### config.mk
export PLATFORM = sky130hd
export DESIGN_NAME = qph_ctrl
export DESIGN_NICKNAME = d
export VERILOG_FILES = /design/src/rtl/qph_pkg.sv /design/src/rtl/qph_ctrl.sv
export SDC_FILE = /design/constraint.sdc
export NUM_CORES = 1
export LEC_CHECK = 0
export BUFFER_PORTS_ARGS = -buffer_cell sky130_fd_sc_hd__buf_2
export CAP_MARGIN = 20
export CORE_UTILIZATION = 36
export CTS_CLUSTER_DIAMETER = 150
export CTS_CLUSTER_SIZE = 12
export DETAILED_ROUTE_END_ITERATION = 8
export HOLD_SLACK_MARGIN = 0.08
export PLACE_DENSITY = 0.66
export SYNTH_ARGS = -nofsm -noshare
export SYNTH_HDL_FRONTEND = slang
export SYNTH_SLANG_ARGS = --single-unit
### constraint.sdc
create_clock -name clk -period 3.4 [get_ports clk]
set_input_delay 0.51 -clock clk [delete_from_list [all_inputs] [get_ports clk]]
set_output_delay 0.51 -clock clk [all_outputs]
set_load 0.01 [all_outputs]
### src/rtl/qph_pkg.sv
`default_nettype none

package qph_pkg;

    localparam int MAX_QUARTETS_DEF = 64;
    localparam int OBS_BITS_DEF     = 64;
    localparam int COUNT_BITS_DEF   = 32;

    localparam int CMD_W       = 2;
    localparam int ENTRY_W     = 6;
    localparam int PAT_W       = 4;
    localparam int IDX_W       = 7;
    localparam int OBS_W       = 64;
    localparam int QUARTET_W   = 4 * IDX_W;
    localparam int NUMQ_W      = 7;
    localparam int CNT_OUT_W   = 32;
    localparam int IN_TDATA_W  = 104;
    localparam int OUT_TDATA_W = 40;

    localparam int APB_ADDR_W = 3;
    localparam int APB_DATA_W = 32;
    localparam logic [0:0] REG_NUM_QUARTETS = 1'b0;

    typedef enum logic [CMD_W-1:0] {
        CMD_LOAD  = 2'd0,
        CMD_COUNT = 2'd1,
        CMD_READ  = 2'd2,
        CMD_CLEAR = 2'd3
    } cmd_t;

    typedef enum logic [2:0] {
        ST_INIT,
        ST_IDLE,
        ST_WALK,
        ST_DRAIN,
        ST_READ,
        ST_RWAIT,
        ST_CLEAR,
        ST_DONE
    } state_t;

    typedef struct packed {
        logic [CNT_OUT_W-1:0] count_value;
        logic                 saturated;
    } res_t;

endpackage

`default_nettype wire

### src/rtl/qph_ctrl.sv
`default_nettype none

module qph_ctrl #(
    parameter int MAX_QUARTETS = qph_pkg::MAX_QUARTETS_DEF,
    parameter int OBS_BITS     = qph_pkg::OBS_BITS_DEF,
    parameter int COUNT_BITS   = qph_pkg::COUNT_BITS_DEF,
    localparam int QI_W        = (MAX_QUARTETS > 1) ? $clog2(MAX_QUARTETS) : 1,
    localparam int CA_W        = QI_W + qph_pkg::PAT_W
) (
    input  wire logic                           clk,
    input  wire logic                           rst_n,
    // input word
    input  wire logic                           in_valid,
    output logic                                in_ready,
    input  wire qph_pkg::cmd_t                  in_cmd,
    input  wire logic [qph_pkg::ENTRY_W-1:0]    in_entry,
    input  wire logic [qph_pkg::PAT_W-1:0]      in_pattern,
    input  wire logic [qph_pkg::QUARTET_W-1:0]  in_quartet,
    input  wire logic [qph_pkg::OBS_W-1:0]      in_obs,
    input  wire logic [qph_pkg::NUMQ_W-1:0]     num_quartets,
    // result handoff
    input  wire logic                           out_free,
    output logic                                done,
    output qph_pkg::res_t                       result,
    // quartet table port
    output logic                                tbl_we,
    output logic [QI_W-1:0]                     tbl_waddr,
    output logic [qph_pkg::QUARTET_W-1:0]       tbl_wdata,
    output logic [QI_W-1:0]                     tbl_raddr,
    input  wire logic [qph_pkg::QUARTET_W-1:0]  tbl_rdata,
    // counter memory port
    output logic                                cnt_we,
    output logic [CA_W-1:0]                     cnt_waddr,
    output logic [COUNT_BITS-1:0]               cnt_wdata,
    output logic [CA_W-1:0]                     cnt_raddr,
    input  wire logic [COUNT_BITS-1:0]          cnt_rdata
);

    localparam int QC_W = $clog2(MAX_QUARTETS + 1);
    localparam int OB_W = $clog2(OBS_BITS);
    localparam logic [CA_W-1:0] LAST_ADDR = CA_W'(MAX_QUARTETS * 16 - 1);

    qph_pkg::state_t state_reg, state_next;

    logic [QI_W-1:0]                entry_reg, entry_next;
    logic [qph_pkg::PAT_W-1:0]      pattern_reg, pattern_next;
    logic                           rd_ok_reg, rd_ok_next;
    logic [OBS_BITS-1:0]            obs_reg, obs_next;
    logic [QC_W-1:0]                active_reg, active_next;
    logic [QC_W-1:0]                issue_idx_reg, issue_idx_next;
    logic                           s1_valid_reg, s1_valid_next;
    logic [QI_W-1:0]                s1_idx_reg, s1_idx_next;
    logic                           s2_valid_reg, s2_valid_next;
    logic [CA_W-1:0]                s2_addr_reg, s2_addr_next;
    logic [CA_W-1:0]                clr_idx_reg, clr_idx_next;
    qph_pkg::res_t                  result_reg, result_next;

    logic                           accept;
    logic                           entry_in_ok;
    logic                           clearing;
    logic                           walk_issue;
    logic                           cnt_full;
    logic [qph_pkg::PAT_W-1:0]      pat_s1;

    function automatic logic [QI_W-1:0] to_qi(input logic [qph_pkg::ENTRY_W-1:0] e);
        logic [QI_W+qph_pkg::ENTRY_W-1:0] w;
        w = {{QI_W{1'b0}}, e};
        return w[QI_W-1:0];
    endfunction

    function automatic logic pick(input logic [qph_pkg::IDX_W-1:0] raw,
                                  input logic [OBS_BITS-1:0] obs);
        logic bit_val;
        bit_val = 1'b0;
        // negative index or an index past the end of the vector reads as zero
        if (!raw[qph_pkg::IDX_W-1] && (32'(raw[qph_pkg::IDX_W-2:0]) < OBS_BITS))
        begin
            bit_val = obs[raw[OB_W-1:0]];
        end
        return bit_val;
    endfunction

    function automatic logic [qph_pkg::CNT_OUT_W-1:0] to_out(input logic [COUNT_BITS-1:0] d);
        logic [COUNT_BITS+qph_pkg::CNT_OUT_W-1:0] w;
        w = {{qph_pkg::CNT_OUT_W{1'b0}}, d};
        return w[qph_pkg::CNT_OUT_W-1:0];
    endfunction

    assign accept      = in_valid && in_ready;
    assign entry_in_ok = 32'(in_entry) < MAX_QUARTETS;
    assign clearing    = state_reg inside {qph_pkg::ST_INIT, qph_pkg::ST_CLEAR};
    assign walk_issue  = (state_reg == qph_pkg::ST_WALK) && (issue_idx_reg != active_reg);
    assign cnt_full    = &cnt_rdata;

    // a is the high bit of the pattern
    assign pat_s1 = {pick(tbl_rdata[6:0], obs_reg), pick(tbl_rdata[13:7], obs_reg),
                     pick(tbl_rdata[20:14], obs_reg), pick(tbl_rdata[27:21], obs_reg)};

    always_comb
    begin
        state_next = state_reg;
        case (state_reg)
            qph_pkg::ST_INIT:
            begin
                if (clr_idx_reg == LAST_ADDR)
                begin
                    state_next = qph_pkg::ST_IDLE;
                end
            end
            qph_pkg::ST_IDLE:
            begin
                if (accept)
                begin
                    case (in_cmd)
                        qph_pkg::CMD_LOAD:  state_next = qph_pkg::ST_DONE;
                        qph_pkg::CMD_COUNT: state_next = qph_pkg::ST_WALK;
                        qph_pkg::CMD_READ:  state_next = qph_pkg::ST_READ;
                        qph_pkg::CMD_CLEAR: state_next = qph_pkg::ST_CLEAR;
                        default:            state_next = qph_pkg::ST_DONE;
                    endcase
                end
            end
            qph_pkg::ST_WALK:
            begin
                if (issue_idx_reg == active_reg)
                begin
                    state_next = qph_pkg::ST_DRAIN;
                end
            end
            qph_pkg::ST_DRAIN:
            begin
                if (!s1_valid_reg && !s2_valid_reg)
                begin
                    state_next = qph_pkg::ST_DONE;
                end
            end
            qph_pkg::ST_READ:  state_next = qph_pkg::ST_RWAIT;
            qph_pkg::ST_RWAIT: state_next = qph_pkg::ST_DONE;
            qph_pkg::ST_CLEAR:
            begin
                if (clr_idx_reg == LAST_ADDR)
                begin
                    state_next = qph_pkg::ST_DONE;
                end
            end
            qph_pkg::ST_DONE:
            begin
                if (out_free)
                begin
                    state_next = qph_pkg::ST_IDLE;
                end
            end
            default: state_next = qph_pkg::ST_IDLE;
        endcase
    end

    always_comb
    begin
        entry_next     = entry_reg;
        pattern_next   = pattern_reg;
        rd_ok_next     = rd_ok_reg;
        obs_next       = obs_reg;
        active_next    = active_reg;
        issue_idx_next = issue_idx_reg;
        result_next    = result_reg;
        clr_idx_next   = clr_idx_reg;

        if (accept)
        begin
            entry_next     = to_qi(in_entry);
            pattern_next   = in_pattern;
            rd_ok_next     = entry_in_ok;
            obs_next       = in_obs[OBS_BITS-1:0];
            active_next    = (32'(num_quartets) > MAX_QUARTETS) ?
                             QC_W'(MAX_QUARTETS) : QC_W'(num_quartets);
            issue_idx_next = '0;
            result_next    = '0;
        end

        if (walk_issue)
        begin
            issue_idx_next = issue_idx_reg + QC_W'(1);
        end

        // stage 1: table word back, pattern formed, counter read issued
        s1_valid_next = walk_issue;
        s1_idx_next   = issue_idx_reg[QI_W-1:0];
        // stage 2: counter back, incremented or flagged
        s2_valid_next = s1_valid_reg;
        s2_addr_next  = {s1_idx_reg, pat_s1};

        if (s2_valid_reg && cnt_full)
        begin
            result_next.saturated = 1'b1;
        end

        if (state_reg == qph_pkg::ST_RWAIT)
        begin
            result_next.count_value = rd_ok_reg ? to_out(cnt_rdata) : '0;
        end

        if (clearing)
        begin
            clr_idx_next = (clr_idx_reg == LAST_ADDR) ? '0 : clr_idx_reg + CA_W'(1);
        end
    end

    always_comb
    begin
        in_ready  = (state_reg == qph_pkg::ST_IDLE);
        done      = (state_reg == qph_pkg::ST_DONE);
        result    = result_reg;

        tbl_we    = accept && (in_cmd == qph_pkg::CMD_LOAD) && entry_in_ok;
        tbl_waddr = to_qi(in_entry);
        tbl_wdata = in_quartet;
        tbl_raddr = issue_idx_reg[QI_W-1:0];

        cnt_raddr = (state_reg == qph_pkg::ST_READ) ? {entry_reg, pattern_reg}
                                                    : {s1_idx_reg, pat_s1};
        cnt_we    = clearing || (s2_valid_reg && !cnt_full);
        cnt_waddr = clearing ? clr_idx_reg : s2_addr_reg;
        cnt_wdata = clearing ? '0 : cnt_rdata + COUNT_BITS'(1);
    end

    always_ff @(posedge clk or negedge rst_n)
    begin
        if (!rst_n)
        begin
            state_reg     <= qph_pkg::ST_INIT;
            active_reg    <= '0;
            issue_idx_reg <= '0;
            s1_valid_reg  <= 1'b0;
            s2_valid_reg  <= 1'b0;
            clr_idx_reg   <= '0;
        end
        else
        begin
            state_reg     <= state_next;
            active_reg    <= active_next;
            issue_idx_reg <= issue_idx_next;
            s1_valid_reg  <= s1_valid_next;
            s2_valid_reg  <= s2_valid_next;
            clr_idx_reg   <= clr_idx_next;
        end
    end

    always_ff @(posedge clk)
    begin
        entry_reg   <= entry_next;
        pattern_reg <= pattern_next;
        rd_ok_reg   <= rd_ok_next;
        obs_reg     <= obs_next;
        s1_idx_reg  <= s1_idx_next;
        s2_addr_reg <= s2_addr_next;
        result_reg  <= result_next;
    end

`ifndef SYNTHESIS
    a_idle_pipe_empty: assert property (@(posedge clk) disable iff (!rst_n)
        (state_reg == qph_pkg::ST_IDLE) |-> (!s1_valid_reg && !s2_valid_reg))
        else $error("walk pipeline busy while idle");

    a_issue_bound: assert property (@(posedge clk) disable iff (!rst_n)
        (state_reg == qph_pkg::ST_WALK) |-> (issue_idx_reg <= active_reg))
        else $error("walk index past active quartets");

    a_done_holds: assert property (@(posedge clk) disable iff (!rst_n)
        (state_reg == qph_pkg::ST_DONE && !out_free) |=>
        (state_reg == qph_pkg::ST_DONE && $stable(result_reg)))
        else $error("result lost before output slot free");

    a_no_update_in_clear: assert property (@(posedge clk) disable iff (!rst_n)
        (state_reg == qph_pkg::ST_INIT || state_reg == qph_pkg::ST_CLEAR)
        |-> (!s2_valid_reg && clr_idx_reg <= LAST_ADDR))
        else $error("counter update overlaps clear sweep");
`endif

endmodule

`default_nettype wire

==> flow_summary.json <==
{
  "status": "complete, no violations",
  "nNetsFinal": 1078,
  "cpPeakStageDelay_ns": 0.51,
  "io_buffers": 247,
  "areaGrowthSynthToFinish_pct": 22.1,
  "antenna_left": 0,
  "utilization": 0.451,
  "groute.usage.overall": 0.192,
  "dpl_worst_slack_ns": 0.336,
  "placed_area_um2": 10100,
  "critical_path_buf_inv_count": 4,
  "synth_top_cell_area_share": 0.364,
  "die-area_um2": 24900,
  "start_kind": "primary input",
  "crit_arrival_ns": 2.54,
  "place_hpwl_mm": 17.4,
  "maxSlewViolCount": 0,
  "holdBufCountCts": 0,
  "antenna_found_initial": 1,
  "setup_tns_ns": 0,
  "ys.flop_type": "edfxtp_1",
  "wl_per_cell_um": 19.1,
  "irDropWorstVdd_mv": 0.281,
  "setup_viol": 0,
  "critPathTopFamily": "multiplexers",
  "grt_pass1_wl_mm": 35.4,
  "setup_ws_ns": 0.349,
  "avgSynthCellArea_um2": 12.5,
  "relSlewSlack": 0.476,
  "drc": 0,
  "syn_area_um2": 8760,
  "crit_fanout": 10,
  "synthCells": 699,
  "drtIter0Drc": 439,
  "die-width_um": 158,
  "clock_sinks": 152,
  "cts.clk_slew.worst_paths_ns": 0.07,
  "design.core.area_um2": 23700,
  "fin_crit_sh": 0.897,
  "final_cell_area_um2": 10700,
  "dp_cells": 1200,
  "routabilityCongestion": 0.816,
  "max_cap_violations": 0,
  "cellPowerDensity_nw_per_um2": 598,
  "ys_warn_count": 0,
  "skew_ns": 0.0130,
  "globalRouteOverflowTotal": 0,
  "dr.pass1.iters": 5,
  "design.portCount": 304,
  "cts_root_buf": "clkbuf_16",
  "hold_viol": 0,
  "largest_reg_flops": 64,
  "critical_path.endpoint_type": "output pin",
  "holdCritPathClass": "in -> async",
  "yosysTopAreaCell": "edfxtp_1",
  "cts_buffers": 17,
  "cts_tree": "done",
  "p_leak_nw": 4.33,
  "async_flop_share": 0.191,
  "seq_area_frac_synth": 0.485,
  "max_clock_freq_mhz": 328,
  "start_util": 0.370,
  "synth_fp_nets": 877,
  "rsz0062_at_grt": "no",
  "avgViaCountPerCell": 5.14,
  "critPathRequiredTime_ns": 2.89,
  "drive_gt1_frac": 0.422,
  "crit_type": "in -> out",
  "yosysMostFrequentCell": "edfxtp_1",
  "cts_resized": 0,
  "insertion_delay_ns": 0.43,
  "crit_path_frequent_cell": "buf_2",
  "die_h_um": 158,
  "row_count": 56,
  "totalWireLength_mm": 23.5,
  "vias": 6339,
  "ys_ff_latch": 152,
  "clk_path_buf_depth": 2,
  "yosys-top-cells-count": "106 x edfxtp_1, 76 x nand2_1, 64 x mux4_2",
  "instances_no_fill": 1233,
  "grt_pass1_vias": 6255,
  "grt_max_degree": 80,
  "h-tree-depth": 4,
  "synth_top_cells_by_area": "edfxtp_1 36%, mux4_2 16%, dfrtp_1 8.3%",
  "crit_slowest_cell": "mux4_2",
  "min_period_ns": 3.05,
  "yosysUniqueCellTypes": 53,
  "synth_edf_count": 106,
  "postCtsSetupBuffers": 0,
  "path_cells": "buf_2, buf_12, mux4_2, mux2i_1, a221oi_1, a22oi_1, buf_4, o31ai_1, buf_2",
  "worst_pin_slew_ns": 0.786
}
==> per-stage QoR <==
stage          hold slack, ns  total power, mW
2_1_floorplan           0.214             3.82
3_5_place_dp            0.337             4.50
4_1_cts                 0.128             6.45
3_3_place_gp            0.336             4.47
6_report                0.126             6.39
5_1_grt                 0.158             6.74
==> cells by family after synthesis <==
family | Yosys count | synth area share
buf+inv | 92 | 0.0626
fa+ha+maj | 3 | 0.00429
compound gates | 65 | 0.0490
xor+xnor | 40 | 0.0400
flops | 152 | 0.485
mux | 103 | 0.210
simple gates | 244 | 0.148
==> per-layer routing <==
layer  GRT usage  share of wire  vias up  routed length, um
met5           0              0        -                  0
met1       0.252           0.43     3053              10100
met2       0.308           0.48      261              11400
met3      0.0487          0.067       43               1570
li1            -              -     2982                  -
met4      0.0719          0.022        0                509
==> final cells by class <==
type | instances | area [um2]
fillers | 2226 | 13000
flip-flops and latches | 152 | 4250
multi-input cells | 455 | 3980
repair buffers | 260 | 1400
clock buffers | 20 | 489
well taps | 319 | 399
clock inverters | 12 | 116
inverters | 14 | 56.3
diodes | 1 | 2.50
==> layout by cell type (no fill, tap or decap), types with 6 or more instances in the layout <==
cell type / netlist / routed
buf_2: 6 / 247
edfxtp_1: 106 / 106
nand2_1: 76 / 76
mux4_2: 64 / 64
nor2_1: 44 / 44
and2_1: 34 / 34
mux2i_1: 31 / 31
dfrtp_1: 29 / 29
xnor2_1: 27 / 27
clkbuf_16: 0 / 19
dfxtp_1: 17 / 17
nand3_1: 16 / 16
o21ai_0: 15 / 15
inv_1: 14 / 13
xor2_1: 13 / 13
a21oi_1: 12 / 11
nor2b_1: 10 / 10
nor3_1: 9 / 9
nand4_1: 8 / 8
mux2_2: 8 / 8
a22oi_1: 8 / 8
a221oi_1: 8 / 8
buf_4: 48 / 8
o31ai_1: 6 / 6
nand2b_1: 6 / 6
inv_6: 0 / 6
==> final timing paths <==
check / slack (ns) / cells past startpoint / endpoint / startpoint
setup / recovery: 0.35 / 9 / cnt_raddr[2] / tbl_rdata[8]
hold / removal: 0.13 / 1 / s1_valid_reg$_DFF_PN0_ / rst_n
setup reg to reg: 1.10 / 5 / result[5]$_DFFE_PP_ / state_reg[1]$_DFFE_PN0P_
hold reg to reg: 0.35 / 0 / s2_addr_reg[5]$_DFF_P_ / s1_idx_reg[1]$_DFF_P_
max in group asynchronous: 2.83 / 1 / issue_idx_reg[4]$_DFFE_PN0P_ / rst_n
min in group clk: 0.25 / 1 / obs_reg[1]$_DFFE_PP_ / in_obs[1]
==> report_power, final <==
part | leakage, nW | switching, mW | internal (mW) | total (mW)
sequential | 1.50 | 0.268 | 2.48 | 2.75
clock | 0.296 | 0.870 | 1.08 | 1.95
combinational | 2.53 | 0.937 | 0.754 | 1.69
total | 4.33 | 2.08 | 4.31 | 6.39
(Power assumes the default switching activity.)
